## src/rtl/cfe_pkg.sv

```systemverilog
// Shared constants, CRC-16 byte update and item type for the command frame encoder.
`timescale 1ns / 1ps

package cfe_pkg;

  localparam logic [7:0] START_BYTE = 8'h0C;

  localparam logic [7:0] FUNC_VALVE  = 8'h0A;
  localparam logic [7:0] FUNC_ENGINE = 8'h0B;
  localparam logic [7:0] FUNC_RESET  = 8'h0C;

  localparam logic [7:0] DEV_VALVE_A = 8'd1;
  localparam logic [7:0] DEV_VALVE_B = 8'd2;
  localparam logic [7:0] DEV_VALVE_C = 8'd3;
  localparam logic [7:0] DEV_ENGINE  = 8'd4;
  localparam logic [7:0] DEV_RESET   = 8'd5;

  localparam logic [15:0] CRC_INIT = 16'hFFFF;
  localparam logic [15:0] CRC_POLY = 16'hA001;

  localparam int FRAME_LEN = 6;
  localparam int FRAME_W   = 8 * FRAME_LEN;
  localparam int IDX_W     = $clog2(FRAME_LEN);
  localparam logic [IDX_W-1:0] LAST_IDX = IDX_W'(FRAME_LEN - 1);

  // CRC-16/MODBUS, one byte, LSB first
  function automatic logic [15:0] crc_byte(input logic [15:0] crc, input logic [7:0] b);
    logic [15:0] c;
    c = crc ^ {8'h00, b};
    for (int k = 0; k < 8; k++) begin
      c = c[0] ? ((c >> 1) ^ CRC_POLY) : (c >> 1);
    end
    return c;
  endfunction

  // Check word after the start byte and each possible function code
  localparam logic [15:0] CRC_START  = crc_byte(CRC_INIT, START_BYTE);
  localparam logic [15:0] CRC_VALVE  = crc_byte(CRC_START, FUNC_VALVE);
  localparam logic [15:0] CRC_ENGINE = crc_byte(CRC_START, FUNC_ENGINE);
  localparam logic [15:0] CRC_RESET  = crc_byte(CRC_START, FUNC_RESET);

  typedef struct packed {
    logic [7:0]  dev;
    logic [7:0]  func;
    logic [7:0]  val;
    logic [15:0] crc;
  } cfe_item_t;

endpackage

```

## src/rtl/command_frame_encoder_crc16_unit.sv

```systemverilog
// Top level of the command frame encoder with CRC-16/MODBUS check word.
//
//  channel | valid      | stall      | payload
//  --------+------------+------------+-------------------------------
//  in      | in_valid_i | in_stall_o | device_id_i, command_value_i
//  out     | out_valid_o| out_stall_i| frame_byte_o, last_byte_o
//
// A known command yields six output items on consecutive free cycles of
// the out channel; the frame register reloads as its last byte is taken.
// The input register holds one further command while a frame is being sent.
// First byte is out after the input and frame registers; unknown device ids
// are accepted and produce nothing. Reset clears the valid flags and byte count.
// Stalls on the out channel hold the current byte and back up into in_stall_o.
`timescale 1ns / 1ps

module command_frame_encoder_crc16_unit (
  input  logic       clk_i,
  input  logic       rst_ni,
  input  logic       in_valid_i,
  output logic       in_stall_o,
  input  logic [7:0] device_id_i,
  input  logic [7:0] command_value_i,
  output logic       out_valid_o,
  input  logic       out_stall_i,
  output logic [7:0] frame_byte_o,
  output logic       last_byte_o
);
  import cfe_pkg::*;

  logic      item_valid;
  logic      take;
  cfe_item_t item;

  cfe_in_stage u_in_stage (
    .clk_i           (clk_i),
    .rst_ni          (rst_ni),
    .in_valid_i      (in_valid_i),
    .in_stall_o      (in_stall_o),
    .device_id_i     (device_id_i),
    .command_value_i (command_value_i),
    .take_i          (take),
    .item_valid_o    (item_valid),
    .item_o          (item)
  );

  cfe_frame_ser u_frame_ser (
    .clk_i        (clk_i),
    .rst_ni       (rst_ni),
    .item_valid_i (item_valid),
    .item_i       (item),
    .take_o       (take),
    .out_valid_o  (out_valid_o),
    .out_stall_i  (out_stall_i),
    .frame_byte_o (frame_byte_o),
    .last_byte_o  (last_byte_o)
  );

endmodule

```

## src/rtl/cfe_in_stage.sv

```systemverilog
// Input register: device decode, function code and check word up to the device id.
`timescale 1ns / 1ps

module cfe_in_stage (
  input  logic             clk_i,
  input  logic             rst_ni,
  input  logic             in_valid_i,
  output logic             in_stall_o,
  input  logic [7:0]       device_id_i,
  input  logic [7:0]       command_value_i,
  input  logic             take_i,
  output logic             item_valid_o,
  output cfe_pkg::cfe_item_t item_o
);
  import cfe_pkg::*;

  logic        valid_q;
  cfe_item_t   item_q;
  logic        accept;
  logic        known;
  logic [7:0]  func;
  logic [15:0] crc_func;

  always_comb begin
    known    = 1'b1;
    func     = FUNC_VALVE;
    crc_func = CRC_VALVE;
    case (device_id_i)
      DEV_VALVE_A, DEV_VALVE_B, DEV_VALVE_C: begin
        func     = FUNC_VALVE;
        crc_func = CRC_VALVE;
      end
      DEV_ENGINE: begin
        func     = FUNC_ENGINE;
        crc_func = CRC_ENGINE;
      end
      DEV_RESET: begin
        func     = FUNC_RESET;
        crc_func = CRC_RESET;
      end
      default: begin
        known = 1'b0;
      end
    endcase
  end

  assign in_stall_o = valid_q && !take_i;
  assign accept     = in_valid_i && !in_stall_o;

  // Unknown devices are accepted and dropped
  always_ff @(posedge clk_i or negedge rst_ni) begin
    if (!rst_ni) begin
      valid_q <= 1'b0;
    end else if (accept) begin
      valid_q <= known;
    end else if (take_i) begin
      valid_q <= 1'b0;
    end
  end

  always_ff @(posedge clk_i) begin
    if (accept && known) begin
      item_q.dev  <= device_id_i;
      item_q.func <= func;
      item_q.val  <= command_value_i;
      item_q.crc  <= crc_byte(crc_func, device_id_i);
    end
  end

  assign item_valid_o = valid_q;
  assign item_o       = item_q;

endmodule

```

## src/rtl/cfe_frame_ser.sv

```systemverilog
// Frame register: final check word update and byte-wise shift-out of the frame.
`timescale 1ns / 1ps

module cfe_frame_ser (
  input  logic               clk_i,
  input  logic               rst_ni,
  input  logic               item_valid_i,
  input  cfe_pkg::cfe_item_t item_i,
  output logic               take_o,
  output logic               out_valid_o,
  input  logic               out_stall_i,
  output logic [7:0]         frame_byte_o,
  output logic               last_byte_o
);
  import cfe_pkg::*;

  logic               valid_q;
  logic [IDX_W-1:0]   cnt_q;
  logic [FRAME_W-1:0] shift_q;
  logic [15:0]        crc_fin;
  logic               fire;
  logic               at_last;
  logic               free;

  assign crc_fin = crc_byte(item_i.crc, item_i.val);
  assign fire    = valid_q && !out_stall_i;
  assign at_last = (cnt_q == LAST_IDX);
  assign free    = !valid_q || (fire && at_last);
  assign take_o  = item_valid_i && free;

  always_ff @(posedge clk_i or negedge rst_ni) begin
    if (!rst_ni) begin
      valid_q <= 1'b0;
      cnt_q   <= '0;
    end else if (take_o) begin
      valid_q <= 1'b1;
      cnt_q   <= '0;
    end else if (fire) begin
      if (at_last) begin
        valid_q <= 1'b0;
      end else begin
        cnt_q <= cnt_q + 1'b1;
      end
    end
  end

  // Load the whole frame, then advance one byte per taken item
  always_ff @(posedge clk_i) begin
    if (take_o) begin
      shift_q <= {START_BYTE, item_i.func, item_i.dev, item_i.val, crc_fin[15:8], crc_fin[7:0]};
    end else if (fire && !at_last) begin
      shift_q <= {shift_q[FRAME_W-9:0], 8'h00};
    end
  end

  assign out_valid_o  = valid_q;
  assign frame_byte_o = shift_q[FRAME_W-1 -: 8];
  assign last_byte_o  = valid_q && at_last;

endmodule

```

## config.mk

```make
export PLATFORM = sky130hd
export DESIGN_NAME = command_frame_encoder_crc16_unit
export DESIGN_NICKNAME = d
export VERILOG_FILES = /design/src/rtl/cfe_pkg.sv /design/src/rtl/command_frame_encoder_crc16_unit.sv /design/src/rtl/cfe_in_stage.sv /design/src/rtl/cfe_frame_ser.sv
export SDC_FILE = /design/constraint.sdc
export NUM_CORES = 1
export LEC_CHECK = 0
export BUFFER_PORTS_ARGS = -buffer_cell sky130_fd_sc_hd__buf_4
export CAP_MARGIN = 20
export CELL_PAD_IN_SITES_DETAIL_PLACEMENT = 0
export CELL_PAD_IN_SITES_GLOBAL_PLACEMENT = 1
export CORE_AREA = 2 2 90 92
export CTS_CLUSTER_DIAMETER = 200
export DETAILED_ROUTE_END_ITERATION = 6
export DIE_AREA = 0 0 92 94
export GPL_TIMING_DRIVEN = 0
export PLACE_DENSITY_LB_ADDON = 0.1
export SYNTH_ARGS = -nofsm -noshare
export SYNTH_HDL_FRONTEND = slang
export SYNTH_HIERARCHICAL = 1
export SYNTH_SLANG_ARGS = --single-unit
```

## constraint.sdc

```tcl
create_clock -name clk_i -period 3.9 [get_ports clk_i]
set_clock_uncertainty 0.1 [all_clocks]
set_input_delay 0.39 -clock clk_i [delete_from_list [all_inputs] [get_ports clk_i]]
set_output_delay 0.39 -clock clk_i [all_outputs]
set_load 0.02 [all_outputs]
```

==> impl_metrics.env, run 1 <==
export IMPL_post_synth_top_count_cell="edfxtp_1"
export IMPL_netlist_area_leader_share_pct=56.7
export IMPL_grt_pass1_vias=1960
export IMPL_post_cts_buffers=0
export IMPL_synth_area_per_cell_um2=14.5
export IMPL_die_area_um2=8650
export IMPL_drive_gt1_share_pct=30.6
export IMPL_synth_enable_flop_cells=70
export IMPL_drv_cap=0
export IMPL_antennaDiodeCount=0
export IMPL_ys_seq_area_share_pct=64.4
export IMPL_max_vdd_ir_drop_mv=0.209
export IMPL_cts_tree="built"
export IMPL_finalNonFillerCells=412
export IMPL_synthTopCellsByCount="edfxtp_1 (70), mux2_2 (23), xnor2_1 (23), buf_4 (20), nor2_1 (16)"
export IMPL_post_place_ws_ns=0.440
export IMPL_arrival_ns=3.28
export IMPL_io_buffers=30
export IMPL_yosysWarningCount=6
export IMPL_vias=1965
export IMPL_drt_iter0_markers=89
export IMPL_crit_path_end_kind="flip-flop"
export IMPL_total_power_mw=2.66
export IMPL_via_per_inst=4.77
export IMPL_sw_frac_of_total_pct=27.8
export IMPL_area_growth_pct=16.3
export IMPL_antenna_found_initial=0
export IMPL_synth_async_reset_ratio_pct=6.02
export IMPL_fmax_mhz=292
export IMPL_synth_ff_type="edfxtp_1"
export IMPL_yosysTopAreaCell="edfxtp_1"
export IMPL_htree_num_levels=3
export IMPL_p_leak_nw=1.72
export IMPL_synthCells=255
export IMPL_cts_buffers_inserted=9
export IMPL_crit_required_ns=3.76
export IMPL_hold_viol=0
export IMPL_drt_wl_total_um=6020
export IMPL_fin_crit_sh_pct=87.7
export IMPL_clk_latency_ns=0.34
export IMPL_placed_cells=395
export IMPL_period_needed_ns=3.42
export IMPL_finalSetupViolCount=0
export IMPL_gp_congestion=0.715
export IMPL_worst_setup_path_start_kind="flip-flop"
export IMPL_hold_buffers=1
export IMPL_cts_sinks=83
export IMPL_grt_max_degree=31
export IMPL_hold_class="in -> reg"
export IMPL_grt_pass1_wl_um=10000
export IMPL_drc=0
export IMPL_worst_slack_ns=0.481
export IMPL_power_density_nw_per_um2=617
export IMPL_first_pass_iters=4
export IMPL_overflow=0
export IMPL_syn_area_um2=3710
export IMPL_die_w_um=92
export IMPL_clk_path_buf_depth=2
export IMPL_combPwrFrac_pct=27.2
export IMPL_ys_ff_latch=83
export IMPL_p_seq_share_pct=50.9
export IMPL_slew_headroom_pct=44.5
export IMPL_p_int_mw=1.92
export IMPL_final_antenna_net_count=0
export IMPL_drv_slew=0
export IMPL_finish_net_count=334
export IMPL_start_util_pct=48.7
export IMPL_tightest_slew_ns=0.830
export IMPL_yosys_top_cells_area="edfxtp_1 (57%), mux2_2 (7.0%), xnor2_1 (5.4%)"
export IMPL_cts_resized=0
export IMPL_track_usage_pct=15.8
export IMPL_crit_fanout=30
export IMPL_rows=32
export IMPL_clk_pin_slew_ns=0.09
export IMPL_dpl_hpwl_um=4270
export IMPL_io_pins=31
export IMPL_ys_types=36
export IMPL_rsz0062_at_grt="no"
export IMPL_clock_tree_root_cell="clkbuf_8"
export IMPL_path_class="reg -> reg"
export IMPL_setup_tns_ns=0
export IMPL_status="completed"
export IMPL_wire_per_inst_um=14.6
export IMPL_power_frac_clock_pct=21.9
export IMPL_die_h_um=94
export IMPL_reg2reg_slack_ns=0.48
export IMPL_switchingPower_mw=0.740
export IMPL_design_core_area_um2=7610
export IMPL_fin_util_pct=56.7
cells by family (layout without fill, tap and decap cells):
kind of cell | after synthesis | after routing | share of synthesized area, %
adder cells (fa/ha/maj) | 9 | 9 | 3.04
AND/OR/NAND/NOR | 44 | 44 | 5.64
buffers and inverters | 37 | 85 | 5.80
multiplexers | 32 | 32 | 9.45
XOR/XNOR | 32 | 32 | 8.78
other | 2 | 9 | 0.203
flip-flops | 83 | 83 | 64.4
AO/OA/AOI/OAI | 16 | 16 | 2.70
final timing paths:
| check | startpoint | end | cells after the start |
|---|---|---|---|
| hold / removal | command_value_i[3] | u_in_stage/item_o[19] | 1 |
| min in group asynchronous | rst_ni | u_frame_ser/out_valid_o | 2 |
| max in group asynchronous | rst_ni | u_in_stage/item_valid_o | 2 |
| setup reg to reg | u_frame_ser/cnt_q[1] | u_in_stage/item_o[38] | 10 |
| hold reg to reg | u_frame_ser/shift_q[35] | u_frame_ser/shift_q[43] | 2 |
| setup / recovery | u_frame_ser/cnt_q[1] | u_in_stage/item_o[38] | 10 |
registers in the layout (all words and copies together), names as in the netlist:
name,count
u_in_stage/item_valid_o,1
u_frame_ser/cnt_q,3
u_frame_ser/shift_q,48
u_frame_ser/out_valid_o,1
u_in_stage/item_o,30
final cells by class:
class,instances,area (um^2)
inverters,12,45.0
multi-input cells,142,1140
plain buffers,25,170
well taps,102,128
clock inverters,6,57.6
repair buffers,32,255
clock buffers,10,128
flip-flops and latches,83,2390
fillers,647,3300
worst max-delay path, cell delays in order, from the launching register on:
cell	delay (ns)
dfrtp_1	0.40
inv_1	0.06
ha_1	0.15
nand2_1	0.08
o21ai_1	0.47
nand2_1	0.25
inv_2	0.22
buf_4	0.23
buf_2	0.24
nor2b_1	0.15
nor2_4	0.67
per-layer routing:
| metal | routed length (um) | track usage [%] |
|---|---|---|
| met4 | 99 | 7.84 |
| met2 | 2960 | 25.8 |
| met1 | 2760 | 20.4 |
| met5 | 0 | 0 |
| met3 | 200 | 2.73 |
through the flow:
stage          hold WS (ns)  instance area, um^2
5_1_grt              0.0927                 4310
3_5_place_dp         0.0971                 4120
2_1_floorplan      -0.00559                 3730
4_1_cts              0.0927                 4310
6_report              0.115                 4310
3_3_place_gp         0.0977                 4090
power by group through the flow:
stage | Sequential (mW) | Combinational (mW) | Clock, mW
CTS | 1.36 | 0.733 | 0.602
finish | 1.35 | 0.723 | 0.583
global route | 1.38 | 0.804 | 0.634
floorplan | 1.36 | 0.511 | 0
detailed placement | 1.38 | 0.730 | 0
global placement | 1.37 | 0.693 | 0
layout by cell type, fill, tap and decap left out, types with 3 or more instances in the layout:
master / Yosys / layout
and3_1: 6 / 6
buf_4: 20 / 50
clkbuf_1: 3 / 4
clkbuf_8: 0 / 9
conb_1: 2 / 9
dfrtp_1: 5 / 5
dfxtp_1: 8 / 8
edfxtp_1: 70 / 70
ha_1: 9 / 9
inv_1: 11 / 11
mux2_2: 23 / 23
mux2i_1: 8 / 8
nand2_1: 13 / 12
nand2b_1: 3 / 3
nor2_1: 16 / 15
o21ai_0: 6 / 6
o21ai_1: 3 / 3
xnor2_1: 23 / 23
xor2_1: 5 / 5
Power figures use the tool's default switching activity.
==> inputs of run 2 (changes only) <==
- BUFFER_PORTS_ARGS: -buffer_cell sky130_fd_sc_hd__buf_4 -> -buffer_cell sky130_fd_sc_hd__buf_2
- CORE_AREA: 2 2 90 92 -> 2 2 89 91
- DIE_AREA: 0 0 92 94 -> 0 0 91 93
- SYNTH_HIERARCHICAL: 1 -> not set
==> run 2 against run 1 <==
Die area down 2.1%. Synthesized cell count decreased by 2.4%. Register-to-register slack gained 0.69 ns. Sequential share of layout area rose by 3.0 points. Sequential cell count is the same. Critical path type unchanged.
==> impl_metrics.env, run 2 <==
export IMPL_status="completed"
export IMPL_cpPeakStageDelay_ns=0.51
export IMPL_die_h_um=93
export IMPL_design_core_area_um2=7530
export IMPL_fmax_mhz=367
export IMPL_placed_cells=382
export IMPL_synthTopCellsByCount="edfxtp_1 (70), nand2_1 (27), mux2_2 (20), xnor2_1 (15), nor2_1 (12)"
export IMPL_antennaDiodeCount=0
export IMPL_slew_headroom_pct=43.9
export IMPL_yosys_top_cells_area="edfxtp_1 (59%), mux2_2 (6.3%), dfxtp_1 (4.5%)"
export IMPL_hold_path_depth=1
export IMPL_drc=0
export IMPL_final_common_cell="edfxtp_1"
export IMPL_die_w_um=91
export IMPL_drv_cap=0
export IMPL_rsz0062_at_grt="no"
export IMPL_first_pass_iters=4
export IMPL_ys_ff_latch=83
export IMPL_dpl_hpwl_um=4050
export IMPL_path_delay_family="buffers and inverters"
export IMPL_wire_per_inst_um=14.7
export IMPL_grt_pass1_wl_um=9830
export IMPL_clock_tree_root_cell="clkbuf_8"
export IMPL_path_cells="ha_1 > and3b_1 > o21ai_2 > clkbuf_1 > nand2_2 > buf_12"
export IMPL_regArea_um2=2390
export IMPL_rr_worst_depth=6
export IMPL_hold_class="in -> reg"
export IMPL_slowest_stage="clkbuf_1"
export IMPL_syn_area_um2=3580
export IMPL_synth_fp_nets=278
export IMPL_tightest_slew_ns=0.839
export IMPL_vias=1894
export IMPL_finish_net_count=321
export IMPL_drv_slew=0
export IMPL_path_class="reg -> reg"
export IMPL_final_cell_mix="edfxtp_1 (70), buf_2 (33), nand2_1 (26), mux2_2 (20), xnor2_1 (15)"
export IMPL_gp_congestion=0.746
export IMPL_ys_types=33
export IMPL_cts_sinks=83
export IMPL_final_antenna_net_count=0
export IMPL_total_power_mw=2.25
export IMPL_p_leak_nw=1.60
export IMPL_largest_register_ffs=48
export IMPL_synth_area_per_cell_um2=14.4
export IMPL_cts_resized=0
export IMPL_worst_setup_path_start_kind="flip-flop"
export IMPL_yosysWarningCount=0
export IMPL_rows=32
export IMPL_start_util_pct=47.6
export IMPL_clk_latency_ns=0.34
export IMPL_critPathBufInv=2
export IMPL_period_needed_ns=2.73
export IMPL_area_growth_pct=14.3
export IMPL_synth_ff_type="edfxtp_1"
export IMPL_clk_path_buf_depth=2
export IMPL_post_place_ws_ns=1.11
export IMPL_antenna_found_initial=0
export IMPL_post_cts_buffers=0
export IMPL_grt_pass1_vias=1885
export IMPL_nFillCells=677
export IMPL_yosysTopAreaCell="edfxtp_1"
export IMPL_hold_buffers=1
export IMPL_ys_seq_area_share_pct=66.7
export IMPL_crit_fanout=30
export IMPL_track_usage_pct=15.7
export IMPL_arrival_ns=2.72
export IMPL_grt_max_degree=31
export IMPL_max_vdd_ir_drop_mv=0.223
export IMPL_io_pins=31
export IMPL_synthCells=249
export IMPL_power_density_nw_per_um2=551
export IMPL_cp_depth=6
export IMPL_fin_crit_sh_pct=69.9
export IMPL_drive_gt1_share_pct=27.9
export IMPL_largest_register="u_frame_ser.shift_q"
export IMPL_crit_required_ns=3.89
export IMPL_die_area_um2=8460
export IMPL_drt_iter0_markers=147
export IMPL_drt_wl_total_um=5880
export IMPL_multiInputGateArea_um2=1070
export IMPL_synth_async_reset_ratio_pct=6.02
export IMPL_via_per_inst=4.75
export IMPL_overflow=0
export IMPL_cts_tree="built"
export IMPL_synth_enable_flop_cells=70
export IMPL_worst_slack_ns=1.17
export IMPL_htree_num_levels=3
export IMPL_io_buffers=30
export IMPL_netlist_area_leader_share_pct=58.7
export IMPL_hold_viol=0
export IMPL_post_synth_top_count_cell="edfxtp_1"
export IMPL_finalSetupViolCount=0
export IMPL_stdcell_area_um2=4090
export IMPL_cts_buffers_inserted=9
export IMPL_dpl_cell_area_um2=3890
export IMPL_clk_pin_slew_ns=0.08
export IMPL_crit_path_end_kind="flip-flop"
export IMPL_finalNonFillerCells=399
run 2: layout make-up:
class | count | area share (%)
repair buffers | 32 | 4.40
multi-input cells | 140 | 26.2
flip-flops and latches | 83 | 58.3
plain buffers | 15 | 2.20
clock buffers | 9 | 3.03
well taps | 102 | 3.12
clock inverters | 7 | 1.68
inverters | 11 | 1.01
run 2: where the power goes:
| group | total (mW) | switching [mW] | internal, mW |
|---|---|---|---|
| registers | 1.19 | 0.0538 | 1.14 |
| clock network | 0.597 | 0.304 | 0.294 |
| logic | 0.467 | 0.259 | 0.208 |
run 2: cells by family after synthesis:
group	share of synthesized area, %
flip-flops	66.7
AO/OA/AOI/OAI	3.35
XOR/XNOR	8.70
buffers and inverters	3.67
adder cells (fa/ha/maj)	3.14
AND/OR/NAND/NOR	8.18
multiplexers	6.29
run 2: through the flow:
stage | TNS (ns) | util [%] | hold slack [ns]
after global placement | -0.436 | 51.3 | 0.112
after global routing | 0 | 54.4 | 0.0880
after floorplan | 0 | - | -0.00559
after detailed placement | 0 | 51.7 | 0.119
final | 0 | 54.4 | 0.121
after CTS | 0 | 54.4 | 0.0999
run 2: path summary, 6_finish.rpt:
kind | slack [ns] | endpoint | startpoint
worst max-delay path | 1.17 | u_frame_ser.shift_q[19] | u_frame_ser.cnt_q[0]
worst min-delay path | 0.12 | u_in_stage.item_o[23] | command_value_i[7]
worst max register to register | 1.17 | u_frame_ser.shift_q[19] | u_frame_ser.cnt_q[0]
worst min register to register | 0.36 | u_frame_ser.shift_q[41] | u_frame_ser.shift_q[41]
max in group asynchronous | 3.27 | u_frame_ser.cnt_q[1] | rst_ni
min in group asynchronous | 0.29 | u_frame_ser.out_valid_o | rst_ni
run 2: routing by layer:
metal	up-vias	share of wire, %	global-route usage [%]
li1	957	-	-
met1	907	47	20.7
met2	28	50	25.6
met3	2	2.8	4.19
met4	0	0.51	4.92
met5	-	0	0
==> inputs of run 3 (changes only) <==
- CORE_AREA: 2 2 89 91 -> 2 2 94 96
- DIE_AREA: 0 0 91 93 -> 0 0 96 98
- clock period: 3.9 -> 2.3 ns (I/O delays scaled with it)
==> run 3 against run 2 <==
Sequential power is 70% higher. Critical path type unchanged. Sequential share of layout area fell by 2.7 points. Largest cell class unchanged. Maximum frequency grew 25%.
==> impl_metrics.env, run 3 (same netlist as run 2, synthesis figures left out) <==
export IMPL_wire_per_inst_um=15.0
export IMPL_grt_pass1_vias=1883
export IMPL_final_common_cell="edfxtp_1"
export IMPL_grt_pass1_wl_um=10000
export IMPL_track_usage_pct=14.7
export IMPL_regArea_um2=2390
export IMPL_cts_tree="built"
export IMPL_rsz0062_at_grt="no"
export IMPL_drt_iter0_markers=84
export IMPL_finalSetupViolCount=0
export IMPL_setup_tns_ns=0
export IMPL_nFillCells=770
export IMPL_arrival_ns=2.17
export IMPL_finalNonFillerCells=417
export IMPL_die_w_um=96
export IMPL_vias=1942
export IMPL_final_cell_mix="edfxtp_1 (70), buf_2 (32), nand2_1 (26), mux2_2 (20), xnor2_1 (15)"
export IMPL_largest_register_ffs=48
export IMPL_hold_slack_ns=0.0464
export IMPL_antenna_found_initial=0
export IMPL_rows=34
export IMPL_io_pins=31
export IMPL_design_core_area_um2=8470
export IMPL_crit_path_end_kind="flip-flop"
export IMPL_rr_worst_depth=5
export IMPL_placed_cells=387
export IMPL_fmax_mhz=459
export IMPL_clock_tree_root_cell="clkbuf_8"
export IMPL_hold_class="in -> reg"
export IMPL_drv_cap=0
export IMPL_die_area_um2=9410
export IMPL_overflow=0
export IMPL_drv_slew=0
export IMPL_power_density_nw_per_um2=919
export IMPL_htree_num_levels=3
export IMPL_post_place_ws_ns=-0.495
export IMPL_hold_viol=0
export IMPL_die_h_um=98
export IMPL_crit_start="u_frame_ser.cnt_q[0]"
export IMPL_crit_fanout=10
export IMPL_cts_sinks=83
export IMPL_endpoint="u_frame_ser.shift_q[24]"
export IMPL_largest_register="u_frame_ser.shift_q"
export IMPL_first_pass_iters=4
export IMPL_clk_path_buf_depth=2
export IMPL_finish_net_count=333
export IMPL_drive_gt1_share_pct=28.2
export IMPL_crit_required_ns=2.29
export IMPL_fin_crit_sh_pct=94.8
export IMPL_clk_latency_ns=0.34
export IMPL_slew_headroom_pct=64.4
export IMPL_dpl_hpwl_um=4100
export IMPL_io_buffers=30
export IMPL_antennaDiodeCount=0
export IMPL_cts_buffers_inserted=9
export IMPL_status="completed"
export IMPL_worst_slack_ns=0.119
export IMPL_via_per_inst=4.66
export IMPL_path_class="reg -> reg"
export IMPL_worst_setup_path_start_kind="flip-flop"
export IMPL_period_needed_ns=2.18
export IMPL_max_vdd_ir_drop_mv=0.364
export IMPL_drt_wl_total_um=6270
export IMPL_r2r_end="u_frame_ser.shift_q[24]"
export IMPL_p_leak_nw=1.67
export IMPL_drc=0
export IMPL_reg2reg_slack_ns=0.12
export IMPL_gp_congestion=0.723
export IMPL_grt_max_degree=41
export IMPL_final_antenna_net_count=0
export IMPL_r2r_start="u_frame_ser.cnt_q[0]"
export IMPL_clk_pin_slew_ns=0.08
export IMPL_multiInputGateArea_um2=1120
export IMPL_tightest_slew_ns=0.532
export IMPL_area_growth_pct=19.7
export IMPL_start_util_pct=42.3
[run 3: layer usage]
metal | up-vias | routed length (um) | track usage, %
met2 | 37 | 3110 | 22.5
li1 | 981 | - | -
met5 | - | 0 | 0
met4 | 0 | 93 | 6.59
met1 | 916 | 2890 | 20.3
met3 | 8 | 180 | 2.78
[run 3: where the power goes]
group | switching [mW] | internal, mW
combinational | 0.446 | 0.359
clock | 0.503 | 0.609
sequential | 0.0958 | 1.93
[run 3: worst min-delay path by stage]
stage / cells after the start / to / slack (ns) / from
after floorplan: 0 / u_frame_ser.cnt_q[0] / -0.17 / rst_ni
after global placement: 1 / u_frame_ser.out_valid_o / -0.05 / rst_ni
after detailed placement: 1 / u_frame_ser.out_valid_o / -0.04 / rst_ni
after CTS: 1 / u_in_stage.item_o[34] / 0.03 / device_id_i[2]
after global routing: 1 / u_in_stage.item_o[34] / 0.03 / device_id_i[2]
final: 1 / u_in_stage.item_o[34] / 0.05 / device_id_i[2]
[run 3: critical path, stage by stage, from the launching register on]
cell and delay, ns:
dfrtp_1 0.42, ha_1 0.22, and3b_1 0.21, o21ai_4 0.31, clkbuf_4 0.32, mux2_2 0.35
[run 3: area by class of cell]
cell class	count	area share (%)
sequential	83	55.7
multi-input combinational	141	26.1
clock inverter	5	1.81
tap	108	3.15
timing repair buffer	43	7.00
buffer	15	2.25
clock buffer	11	3.06
inverter	11	0.963
[run 3: repair_timing]
action	in CTS	in global routing
setup buffers	0	2
pin swaps	1	2
resized for setup	7	2
hold buffers	11	0
endpoints found under the setup margin	84	33
hold endpoints to repair	15	0
gates cloned	1	0
[run 3: stage by stage]
stage | util [%] | power [mW] | instance area [um^2]
after CTS | 50.1 | 3.99 | 4240
after floorplan | - | 2.62 | 3600
after detailed placement | 45.8 | 2.84 | 3880
final | 50.7 | 3.94 | 4290
after global placement | 45.8 | 2.83 | 3880
after global routing | 50.7 | 4.18 | 4290
